===== src/sv/bsme_pkg.sv =====
// ----------------------------------------------------------------------------
// bsme_pkg
// Shared types and constants of the bitmap sparse matrix encoder.
// ----------------------------------------------------------------------------
package bsme_pkg;

  localparam int ELEM_W       = 32;
  localparam int ROW_COUNT_W  = 9;
  localparam int COL_COUNT_W  = 11;
  localparam int CFG_INDEX_W  = 2;
  localparam int CFG_DATA_W   = 11;
  localparam int POS_W        = 13;
  localparam int SEG_CNT_W    = 12;
  localparam int OFFSET_W     = 14;
  localparam int NUM_GROUPS   = 4;

  // configuration register indexes
  localparam logic [CFG_INDEX_W-1:0] REG_ROW_COUNT    = 2'd0;
  localparam logic [CFG_INDEX_W-1:0] REG_COLUMN_COUNT = 2'd1;

  localparam logic [ROW_COUNT_W-1:0] ROW_COUNT_RESET = 9'd4;
  localparam logic [COL_COUNT_W-1:0] COL_COUNT_RESET = 11'd32;

  typedef enum logic [1:0] {
    KIND_VALUE  = 2'd0,
    KIND_BITMAP = 2'd1,
    KIND_OFFSET = 2'd2
  } kind_t;

  // everything one element word produces, before serialization
  typedef struct packed {
    logic                                 nz_valid;
    logic [ELEM_W-1:0]                    nz_bits;
    logic [SEG_CNT_W-1:0]                 nz_pos;
    logic                                 bm_valid;
    logic [31:0]                          bm_word;
    logic [POS_W-1:0]                     bm_pos;
    logic                                 off_valid;
    logic [NUM_GROUPS-1:0][OFFSET_W-1:0]  offsets;
    logic [4:0]                           block;
    logic [1:0]                           group;
  } bundle_t;

endpackage


===== src/sv/bsme_intf.sv =====
// ----------------------------------------------------------------------------
// bsme_intf
// Valid/ready channels of the encoder: element, result and config write.
// ----------------------------------------------------------------------------
interface bsme_elem_if;
  logic        valid;
  logic        ready;
  logic [31:0] element_bits;

  modport source (output valid, output element_bits, input ready);
  modport sink (input valid, input element_bits, output ready);
endinterface

interface bsme_res_if;
  logic        valid;
  logic        ready;
  logic [1:0]  kind;
  logic [31:0] payload;
  logic [12:0] position;
  logic [4:0]  column_block;
  logic [1:0]  row_group;
  logic        last;

  modport source (output valid, output kind, output payload, output position,
                  output column_block, output row_group, output last, input ready);
  modport sink (input valid, input kind, input payload, input position,
                input column_block, input row_group, input last, output ready);
endinterface

interface bsme_cfg_if;
  logic        valid;
  logic        ready;
  logic [1:0]  index;
  logic [10:0] data;

  modport source (output valid, output index, output data, input ready);
  modport sink (input valid, input index, input data, output ready);
endinterface


===== src/sv/bsme_scan.sv =====
// ----------------------------------------------------------------------------
// bsme_scan
// Scan position counters, bitmap and segment counts; forms the result bundle
// of one element word in the cycle it is accepted.
// ----------------------------------------------------------------------------
module bsme_scan #(
  parameter int MAX_ROWS = 256,
  parameter int MAX_COLS = 1024
) (
  input  logic                               clk,
  input  logic                               rst,
  input  logic                               step,
  input  logic [bsme_pkg::ELEM_W-1:0]        element_bits,
  input  logic [bsme_pkg::ROW_COUNT_W-1:0]   row_count,
  input  logic [bsme_pkg::COL_COUNT_W-1:0]   column_count,
  output bsme_pkg::bundle_t                  bundle_next
);
  import bsme_pkg::*;

  localparam int RPG_CAP_I = (MAX_ROWS / 4 > 127) ? 127 : MAX_ROWS / 4;
  localparam int BPM_CAP_I = (MAX_COLS / 32 > 32) ? 32 : MAX_COLS / 32;
  localparam logic [6:0] RPG_CAP = 7'(RPG_CAP_I);
  localparam logic [5:0] BPM_CAP = 6'(BPM_CAP_I);

  logic [4:0]           column_in_block;
  logic [5:0]           row_in_group;
  logic [1:0]           group_number;
  logic [4:0]           block_number;
  logic [31:0]          bitmap_accumulator;
  logic [POS_W-1:0]     bitmap_word_index;
  logic [SEG_CNT_W-1:0] segment_nonzero_count;
  logic [SEG_CNT_W-1:0] group_max_count [NUM_GROUPS];

  logic [6:0]           rows_per_group;
  logic [5:0]           blocks_per_matrix;
  logic                 nz;
  logic [SEG_CNT_W-1:0] seg_inc;
  logic [31:0]          acc_or;
  logic                 end_row;
  logic                 end_grp;
  logic                 end_mat;
  logic [SEG_CNT_W-1:0] max_upd [NUM_GROUPS];
  logic [OFFSET_W-1:0]  sum [NUM_GROUPS];

  always_comb begin
    rows_per_group = row_count[8:2];
    if (rows_per_group == 7'd0) rows_per_group = 7'd1;
    if (rows_per_group > RPG_CAP) rows_per_group = RPG_CAP;
    blocks_per_matrix = column_count[10:5];
    if (blocks_per_matrix == 6'd0) blocks_per_matrix = 6'd1;
    if (blocks_per_matrix > BPM_CAP) blocks_per_matrix = BPM_CAP;
  end

  assign nz      = |element_bits[30:0];  // -0.0 counts as zero
  assign seg_inc = segment_nonzero_count + SEG_CNT_W'(nz);
  assign acc_or  = bitmap_accumulator | (32'(nz) << column_in_block);
  assign end_row = column_in_block == 5'd31;
  assign end_grp = end_row && (({1'b0, row_in_group} + 7'd1) >= rows_per_group);
  assign end_mat = end_grp && (group_number == 2'd3)
                   && (({1'b0, block_number} + 6'd1) >= blocks_per_matrix);

  always_comb begin
    for (int i = 0; i < NUM_GROUPS; i++) begin
      max_upd[i] = group_max_count[i];
      if (end_grp && group_number == 2'(i) && seg_inc > group_max_count[i])
        max_upd[i] = seg_inc;
    end
    sum[0] = OFFSET_W'(max_upd[0]);
    for (int i = 1; i < NUM_GROUPS; i++) begin
      sum[i] = sum[i-1] + OFFSET_W'(max_upd[i]);
    end
  end

  always_comb begin
    bundle_next.nz_valid  = nz;
    bundle_next.nz_bits   = element_bits;
    bundle_next.nz_pos    = segment_nonzero_count;
    bundle_next.bm_valid  = end_row;
    bundle_next.bm_word   = acc_or;
    bundle_next.bm_pos    = bitmap_word_index;
    bundle_next.off_valid = end_mat;
    for (int i = 0; i < NUM_GROUPS; i++) begin
      bundle_next.offsets[i] = sum[i];
    end
    bundle_next.block     = block_number;
    bundle_next.group     = group_number;
  end

  always_ff @(posedge clk) begin
    if (rst) begin
      column_in_block       <= '0;
      row_in_group          <= '0;
      group_number          <= '0;
      block_number          <= '0;
      bitmap_accumulator    <= '0;
      bitmap_word_index     <= '0;
      segment_nonzero_count <= '0;
      for (int i = 0; i < NUM_GROUPS; i++) group_max_count[i] <= '0;
    end else if (step) begin
      column_in_block       <= end_row ? 5'd0 : column_in_block + 5'd1;
      bitmap_accumulator    <= end_row ? 32'd0 : acc_or;
      segment_nonzero_count <= end_grp ? '0 : seg_inc;
      if (end_mat) begin
        bitmap_word_index <= '0;
      end else if (end_row) begin
        bitmap_word_index <= bitmap_word_index + POS_W'(1);
      end
      if (end_row) begin
        row_in_group <= end_grp ? 6'd0 : row_in_group + 6'd1;
      end
      if (end_grp) begin
        group_number <= group_number + 2'd1;  // 3 wraps to 0
        if (group_number == 2'd3) begin
          block_number <= end_mat ? 5'd0 : block_number + 5'd1;
        end
      end
      for (int i = 0; i < NUM_GROUPS; i++) begin
        group_max_count[i] <= end_mat ? '0 : max_upd[i];
      end
    end
  end

endmodule


===== src/sv/bitmap_sparse_matrix_encoder_core.sv =====
// ----------------------------------------------------------------------------
// bitmap_sparse_matrix_encoder_core
// Streams float matrix elements in, emits nonzeros, bitmap words and padded
// group offsets.
// ----------------------------------------------------------------------------
//  port    | dir | word
//  --------+-----+---------------------------------------------------------
//  in_ch   | in  | element_bits
//  out_ch  | out | kind, payload, position, column_block, row_group, last
//  cfg     | in  | index, data (0 row_count, 1 column_count); always ready
//
// An accepted element yields zero to six results, which leave one per
// cycle from the output register, so a run of elements with one result each
// streams at one per cycle, and the output port's one word per cycle sets
// the rate otherwise. A stall on out_ch holds the result bundle and then
// in_ch. Synchronous reset clears counters, maxima and handshake state.
module bitmap_sparse_matrix_encoder_core #(
  parameter int MAX_ROWS = 256,
  parameter int MAX_COLS = 1024
) (
  input  logic       clk,
  input  logic       rst,
  bsme_elem_if.sink  in_ch,
  bsme_res_if.source out_ch,
  bsme_cfg_if.sink   cfg
);
  import bsme_pkg::*;

  logic [ROW_COUNT_W-1:0] row_count;
  logic [COL_COUNT_W-1:0] column_count;

  bundle_t       bundle_next;
  bundle_t       bundle;
  logic [5:0]    pend;       // nz, bitmap, offset 0..3
  logic [5:0]    pend_rest;
  logic          emit;
  logic          accept;
  logic [1:0]    off_idx;

  logic          out_valid;
  kind_t         out_kind;
  logic [31:0]   out_payload;
  logic [12:0]   out_position;
  logic [4:0]    out_block;
  logic [1:0]    out_group;
  logic          out_last;

  kind_t         sel_kind;
  logic [31:0]   sel_payload;
  logic [12:0]   sel_position;
  logic [1:0]    sel_group;

  // configuration
  assign cfg.ready = 1'b1;

  always_ff @(posedge clk) begin
    if (rst) begin
      row_count    <= ROW_COUNT_RESET;
      column_count <= COL_COUNT_RESET;
    end else if (cfg.valid) begin
      case (cfg.index)
        REG_ROW_COUNT:    row_count    <= cfg.data[ROW_COUNT_W-1:0];
        REG_COLUMN_COUNT: column_count <= cfg.data;
        default: ;
      endcase
    end
  end

  bsme_scan #(
    .MAX_ROWS (MAX_ROWS),
    .MAX_COLS (MAX_COLS)
  ) u_scan (
    .clk          (clk),
    .rst          (rst),
    .step         (accept),
    .element_bits (in_ch.element_bits),
    .row_count    (row_count),
    .column_count (column_count),
    .bundle_next  (bundle_next)
  );

  // serialize the bundle, lowest pending result first
  assign pend_rest   = pend & (pend - 6'd1);
  assign emit        = (|pend) && (!out_valid || out_ch.ready);
  assign in_ch.ready = (pend == 6'd0) || (emit && pend_rest == 6'd0);
  assign accept      = in_ch.valid && in_ch.ready;

  always_comb begin
    off_idx = 2'd3;
    if (pend[2]) off_idx = 2'd0;
    else if (pend[3]) off_idx = 2'd1;
    else if (pend[4]) off_idx = 2'd2;

    if (pend[0]) begin
      sel_kind     = KIND_VALUE;
      sel_payload  = bundle.nz_bits;
      sel_position = POS_W'(bundle.nz_pos);
      sel_group    = bundle.group;
    end else if (pend[1]) begin
      sel_kind     = KIND_BITMAP;
      sel_payload  = bundle.bm_word;
      sel_position = bundle.bm_pos;
      sel_group    = bundle.group;
    end else begin
      sel_kind     = KIND_OFFSET;
      sel_payload  = 32'(bundle.offsets[off_idx]);
      sel_position = POS_W'(off_idx);
      sel_group    = off_idx;
    end
  end

  always_ff @(posedge clk) begin
    if (rst) begin
      pend      <= '0;
      out_valid <= 1'b0;
    end else begin
      if (accept) begin
        pend <= {{4{bundle_next.off_valid}}, bundle_next.bm_valid, bundle_next.nz_valid};
      end else if (emit) begin
        pend <= pend_rest;
      end
      if (emit) begin
        out_valid <= 1'b1;
      end else if (out_ch.ready) begin
        out_valid <= 1'b0;
      end
    end
  end

  always_ff @(posedge clk) begin
    if (accept) begin
      bundle <= bundle_next;
    end
    if (emit) begin
      out_kind     <= sel_kind;
      out_payload  <= sel_payload;
      out_position <= sel_position;
      out_block    <= bundle.block;
      out_group    <= sel_group;
      out_last     <= pend_rest == 6'd0;
    end
  end

  assign out_ch.valid        = out_valid;
  assign out_ch.kind         = out_kind;
  assign out_ch.payload      = out_payload;
  assign out_ch.position     = out_position;
  assign out_ch.column_block = out_block;
  assign out_ch.row_group    = out_group;
  assign out_ch.last         = out_last;

`ifndef NO_ASSERTIONS
  // a new word only enters once the previous bundle is down to its last result
  a_accept_drained: assert property (@(posedge clk) disable iff (rst)
    accept |-> $countones(pend) <= 1)
    else $error("element taken while results still pending");

  a_offsets_queued: assert property (@(posedge clk) disable iff (rst)
    accept && bundle_next.off_valid |=> pend[5:2] == 4'hF)
    else $error("group offsets not queued after final element");

  a_offset_group: assert property (@(posedge clk) disable iff (rst)
    out_valid && out_kind == KIND_OFFSET |-> out_position == POS_W'(out_group))
    else $error("offset position and row group disagree");

  a_offset_last: assert property (@(posedge clk) disable iff (rst)
    out_valid && out_kind == KIND_OFFSET |-> out_last == (out_group == 2'd3))
    else $error("last flag wrong on group offsets");
`endif

endmodule

===== src/flat_wrapper.sv =====
// flat-port wrapper written by rule: the top's interface ports become plain ports
module bitmap_sparse_matrix_encoder_core_flat import bsme_pkg::*;
#(
  parameter int MAX_ROWS = 256,
  parameter int MAX_COLS = 1024
)
  (clk, rst, in_ch_valid, in_ch_element_bits, in_ch_ready, out_ch_valid, out_ch_kind, out_ch_payload, out_ch_position, out_ch_column_block, out_ch_row_group, out_ch_last, out_ch_ready, cfg_valid, cfg_index, cfg_data, cfg_ready);
  bsme_elem_if in_ch_i ();
  bsme_res_if out_ch_i ();
  bsme_cfg_if cfg_i ();
  input  logic clk;
  input  logic rst;
  input wire logic [$bits(in_ch_i.valid)-1:0] in_ch_valid;
  input wire logic [$bits(in_ch_i.element_bits)-1:0] in_ch_element_bits;
  output wire logic [$bits(in_ch_i.ready)-1:0] in_ch_ready;
  output wire logic [$bits(out_ch_i.valid)-1:0] out_ch_valid;
  output wire logic [$bits(out_ch_i.kind)-1:0] out_ch_kind;
  output wire logic [$bits(out_ch_i.payload)-1:0] out_ch_payload;
  output wire logic [$bits(out_ch_i.position)-1:0] out_ch_position;
  output wire logic [$bits(out_ch_i.column_block)-1:0] out_ch_column_block;
  output wire logic [$bits(out_ch_i.row_group)-1:0] out_ch_row_group;
  output wire logic [$bits(out_ch_i.last)-1:0] out_ch_last;
  input wire logic [$bits(out_ch_i.ready)-1:0] out_ch_ready;
  input wire logic [$bits(cfg_i.valid)-1:0] cfg_valid;
  input wire logic [$bits(cfg_i.index)-1:0] cfg_index;
  input wire logic [$bits(cfg_i.data)-1:0] cfg_data;
  output wire logic [$bits(cfg_i.ready)-1:0] cfg_ready;
  assign in_ch_i.valid = in_ch_valid;
  assign in_ch_i.element_bits = in_ch_element_bits;
  assign in_ch_ready = in_ch_i.ready;
  assign out_ch_valid = out_ch_i.valid;
  assign out_ch_kind = out_ch_i.kind;
  assign out_ch_payload = out_ch_i.payload;
  assign out_ch_position = out_ch_i.position;
  assign out_ch_column_block = out_ch_i.column_block;
  assign out_ch_row_group = out_ch_i.row_group;
  assign out_ch_last = out_ch_i.last;
  assign out_ch_i.ready = out_ch_ready;
  assign cfg_i.valid = cfg_valid;
  assign cfg_i.index = cfg_index;
  assign cfg_i.data = cfg_data;
  assign cfg_ready = cfg_i.ready;
  bitmap_sparse_matrix_encoder_core #(.MAX_ROWS(MAX_ROWS), .MAX_COLS(MAX_COLS)) u_core (.clk(clk), .rst(rst), .in_ch(in_ch_i), .out_ch(out_ch_i), .cfg(cfg_i));
endmodule

===== config.mk =====
export PLATFORM = sky130hd
export DESIGN_NAME = bitmap_sparse_matrix_encoder_core_flat
export DESIGN_NICKNAME = d
export VERILOG_FILES = /design/src/sv/bsme_pkg.sv /design/src/sv/bsme_intf.sv /design/src/sv/bsme_scan.sv /design/src/sv/bitmap_sparse_matrix_encoder_core.sv /design/src/flat_wrapper.sv
export SDC_FILE = /design/constraint.sdc
export NUM_CORES = 1
export LEC_CHECK = 0
export ABC_CLOCK_PERIOD_IN_PS = 12400
export BUFFER_PORTS_ARGS = -buffer_cell sky130_fd_sc_hd__buf_2
export CORE_MARGIN = 2
export CORE_UTILIZATION = 35
export DETAILED_ROUTE_END_ITERATION = 8
export SLEW_MARGIN = 20
export SYNTH_ARGS = -nofsm -noshare
export SYNTH_HDL_FRONTEND = slang
export SYNTH_SLANG_ARGS = --single-unit

===== constraint.sdc =====
create_clock -name clk -period 12.4 [get_ports clk]
set_input_delay 2.48 -clock clk [delete_from_list [all_inputs] [get_ports clk]]
set_output_delay 2.48 -clock clk [all_outputs]
set_load 0.05 [all_outputs]

Yosys cells after proc, flatten, opt, wreduce, memory -nomap -nowiden --
Memories as Yosys holds them, arrays and structs flattened. Cells that the tools add are included.
Storage, ports and cells: register bits 307, bits in writable memories 48, input bits 50, output and inout bits 58, memories kept 1
Cells by class: add/sub/neg operators 12, order comparisons 9, equal/unequal tests 5, shift-type cells 1, mux-type cells 44, bitwise operators 7, reduce and logical (&&, ||, !) cells 34
Memory list:
- u_core.u_scan.group_max_count | depth 4, width 12, rd ports 4, clocked after Yosys merged registers in 0, wr ports 4, line bsme_scan.sv:32 | logic [SEG_CNT_W-1:0] group_max_count [NUM_GROUPS];
Operators with widths (number):
- two-way mux 12 bit | 15
- two-way mux 32 bit | 3
- > comparator 12 bit | 4
- OR 32 bit | 1
- << shifter 1 x 5 -> 32 bit | 1
- OR reduction 31 bit | 1
- two-way mux 6 bit | 5
- binary-select mux 14 bit (select 2 bit) | 1
- two-way mux 13 bit | 2
- logical NOT 6 bit | 3
- adder 13 x 12 -> 14 bit | 1
- adder 14 x 12 -> 14 bit | 1
- two-way mux 14 bit | 1
- two-way mux 7 bit | 2
- adder 12 x 12 -> 13 bit | 1
- adder 13 x 1 -> 13 bit, second input constant | 1
- logical AND 1 bit | 13
- adder 12 x 1 -> 12 bit | 1
- adder 5 x 1 -> 5 bit, second input constant | 2
- two-way mux 2 bit | 5
- two-way mux 5 bit | 2
- AND reduction 2 bit | 5
- two-way mux 1 bit | 8
- adder 6 x 1 -> 7 bit, second input constant | 1
- other kinds (23) | 32

Logic depth before layout (Yosys ltp) --
depth in word-level cells 12, depth in mapped cells 38

Cells and area by module --
Synthesis repeated with hierarchy kept, for this count alone.
Unflattened totals: cells, all modules 1597, area, all modules 17690.7 um^2
Modules (own cells, without submodules):
- bsme_scan | times used 1, cells each 1120, area an instance 9344.0 um^2, seq. area each 2942.8 um^2
- bitmap_sparse_matrix_encoder_core | times used 1, cells each 477, area an instance 8346.8 um^2, seq. area each 6756.5 um^2

Least setup slack after synthesis --
No wires, ideal clock.
path kind input to register, start point input in_ch_element_bits[9], end point register u_core.bundle[62] (netlist bit) (data pin), setup time 169 ps, data arrival time 10289 ps, data required time 12231 ps, path slack 1942 ps, stages on the path 35, buffers on the path 2, cell sequence nor4_1 nand4_1 or2_2 ha_1 ha_1 and3_1 and3_1 clkbuf_1 nand3_1 xnor2_1 ha_1 a21o_1 a211oi_1 a211o_1 clkbuf_1 mux2_2 ha_1 fa_1 a211oi_1 nor2_1 o21a_1 nor2_1 xnor2_1 ha_1 o21a_1 o21a_1 a21o_1 xor2_1 ha_1 a21o_1 a2111oi_0 o2bb2ai_1 a21oi_1 and3_1 o31ai_1
RTL lines:
- from (decl) | line flat_wrapper.sv:14 | input wire logic [$bits(in_ch_i.element_bits)-1:0] in_ch_element_bits;
- to (signal assigned) | line bitmap_sparse_matrix_encoder_core.sv:132 | bundle <= bundle_next;
- to (decl) | line bitmap_sparse_matrix_encoder_core.sv:33 | bundle_t bundle;

==> results.yml <==
final_layout:
  layout_commonest_cell: "edfxtp_1"
  finish.instance_area_sq_mm: 0.0201
  multi_input_area_sq_mm: 0.00753
  area.growth.synth_to_final_pct: 14.8
  fillers: 4801
  fin_nets: 1850
  seqCellArea_sq_mm: 0.00947
  mostFrequentLayoutCells: "252 x edfxtp_1, 130 x a21oi_1, 117 x nor2_1"
  drive_gt1_share_pct: 15.3
  antenna_cells: 0
sta:
  fin_skew_ns: 0.0211
  rsz0062_at_grt: "no"
  timing.fmax_mhz: 90.3
  hold_violations: 0
  tns_ns: 0
  fin_crit_sh_pct: 89.3
  final_max_slew_viol_count: 0
  finalSetupViolations: 0
  slew_headroom_pct: 27.0
  worstMarginPinSlew_ns: 1.09
  finalCriticalPeriod_ns: 11.07
synthesis:
  synth_fp_nets: 1731
  synthCells: 1570
  yosys_warnings: 0
  ys_seq_elements: 347
  syn_area_per_cell_sq_um: 11.2
  syn_area_sq_mm: 0.0175
  synthArstFlopShare_pct: 0
  synth.distinct_cells: 73
  synth_edf_count: 252
  synth_flop_cell: "edfxtp_1"
  synth_seq_area_share_pct: 54.0
cts:
  cts_resized: 0
  clockBufferDepth: 3
  clkTransAtPathRegs_ns: 0.06
  postCtsSetupRepairBufs: 0
  cts_buffers: 37
  cts_tree: "done"
  clkLatencyLatePin_ns: 0.54
  htree_levels: 2
  holdBufCountCts: 0
  ctsRootBufferMaster: "clkbuf_16"
  cts_sinks: 347
setup_path:
  arrival_ns: 11.43
  startpoint: "in_ch_element_bits[1]"
  path_max_fanout: 5
  crit_type: "in -> reg"
  start_kind: "input pin"
  r2r_setup_slack_ns: 4.19
  critPathTopFamily: "simple AND/OR/NAND/NOR gates"
  slowest_delay_ns: 0.58
  path_buf_inv: 3
  crit_required_ns: 12.76
  cp_slowest_cell: "nor4_1"
  endpoint_kind: "register"
  cp_common_cell: "ha_1"
  r2r-start: "u_core.u_scan.segment_nonzero_count[0]"
grt:
  antenna_found_initial: 0
  overflow: 0
  grt_pass1_vias: 12100
  grt_pass1_wl_mm: 65.9
  grt_use_total_pct: 15.6
  grt_max_degree: 70
floorplanning:
  dieArea_sq_mm: 0.0519
  io_pins: 108
  placement_rows: 82
  die_h_um: 228
  core_area_sq_mm: 0.0499
  die_w_um: 228
  start_util_pct: 35.2
hold_path:
  min_path_type: "reg -> reg"
  hp-start: "u_core.bundle[4]"
placed_design:
  gp_congestion: 0.881
  hpwlAfterDp_mm: 29.3
  placed_area_sq_mm: 0.0190
  placement.io_buffers: 104
drt:
  vias_per_cell: 5.20
  vias: 12400
  route.detailed.drc: 0
  drt-pass1-iter-count: 5
  routed_wl_mm: 41.1
  first_iter_violations: 973
  drtAntennaViolNets: 0
  wl_per_cell_um: 17.2
outcome:
  status: "completed"
flow_run:
  max_cap_violations: 0
power:
  vdd_drop_max_mv: 0.0951
  leakagePower_nw: 7.89
  fin_total_pwr_w: 0.00282
  power.density_mw_per_mm2: 140
## per-stage QoR
stage,std cells,hold WS (ns),util (%),worst slack [ns]
6_report,2389,0.411,40.4,1.33
4_1_cts,2389,0.418,40.4,1.39
5_1_grt,2389,0.422,40.4,0.730
3_3_place_gp,2322,0.408,38.1,1.01
3_5_place_dp,2322,0.409,38.1,0.916
2_1_floorplan,1570,0.400,-,1.94
## cells by family (layout without fill, tap and decap cells)
logic type | count (synthesis) | count (layout) | synth area share (%)
compound gates | 405 | 405 | 14.9
xor+xnor | 54 | 54 | 2.70
buf+inv | 145 | 292 | 3.40
other cells | 1 | 1 | 0.0214
simple gates | 415 | 415 | 11.5
mux | 91 | 91 | 5.38
flops | 347 | 347 | 54.0
fa+ha+maj | 112 | 112 | 8.10
## state kept, by name (all words and copies together), names as in the netlist, 7 cells and up
register	flops
u_core.bundle	149
u_core.u_scan.group_max_count	48
u_core.out_ch.payload	32
u_core.u_scan.bitmap_accumulator	32
u_core.out_ch.position	13
u_core.u_scan.bitmap_word_index	13
u_core.u_scan.segment_nonzero_count	12
u_core.row_count	7
## power breakdown
| part | switching, W | leakage [nW] | internal, W |
|---|---|---|---|
| Clock | 0.000461 | 0.573 | 0.000605 |
| Combinational | 0.000255 | 3.99 | 0.000146 |
| Sequential | 0.0000224 | 3.33 | 0.00133 |
## cell type report
cell class | count | area share (%)
Tap cell | 672 | 4.18
Sequential cell | 347 | 47.0
Timing Repair Buffer | 150 | 4.30
Clock inverter | 17 | 0.628
Inverter | 75 | 1.40
Clock buffer | 50 | 5.09
Multi-Input combinational cell | 1078 | 37.4
## final timing paths
path	depth (start not counted)	end
max	37	u_core.bundle[62]
min	0	u_core.out_ch.column_block[2]
max reg2reg	33	u_core.bundle[62]
min reg2reg	0	u_core.out_ch.column_block[2]
## layer usage
metal / track usage, % / part of all wire, %
met1: 21.1 / 46
met2: 26.1 / 48
met3: 1.90 / 4.1
met4: 4.98 / 2.7
met5: 0 / 0
## cell usage after synthesis, drive strengths merged, types with 3 or more instances
cell type | number | area, sq um
a22oi | 3 | 22.5
or2 | 6 | 40.0
xnor2 | 39 | 342
clkbuf | 46 | 173
mux2i | 65 | 651
nor4 | 13 | 81.3
or3b | 5 | 46.3
and2 | 7 | 43.8
nor3b | 5 | 37.5
and3 | 14 | 87.6
a21oi | 135 | 691
nand3b | 6 | 45.0
o21a | 10 | 75.1
o22ai | 3 | 18.8
a22o | 37 | 324
o21ai | 75 | 379
dfxtp | 95 | 1900
o2111ai | 4 | 35.0
nand4 | 15 | 93.8
a211oi | 31 | 238
nand3 | 62 | 310
mux2 | 26 | 293
inv | 75 | 282
o31ai | 4 | 30.0
o32ai | 4 | 35.0
buf | 24 | 143
a21o | 30 | 225
nor3 | 46 | 250
nor2 | 119 | 449
fa | 3 | 60.1
a2111oi | 6 | 52.6
o211ai | 10 | 75.1
a221oi | 3 | 26.3
a31oi | 5 | 31.3
xor2 | 15 | 131
a211o | 4 | 35.0
nor2b | 14 | 87.6
edfxtp | 252 | 7570
ha | 108 | 1350
nand2b | 5 | 31.3
o21bai | 28 | 210
nand2 | 89 | 334
(Power assumes the default switching activity.)
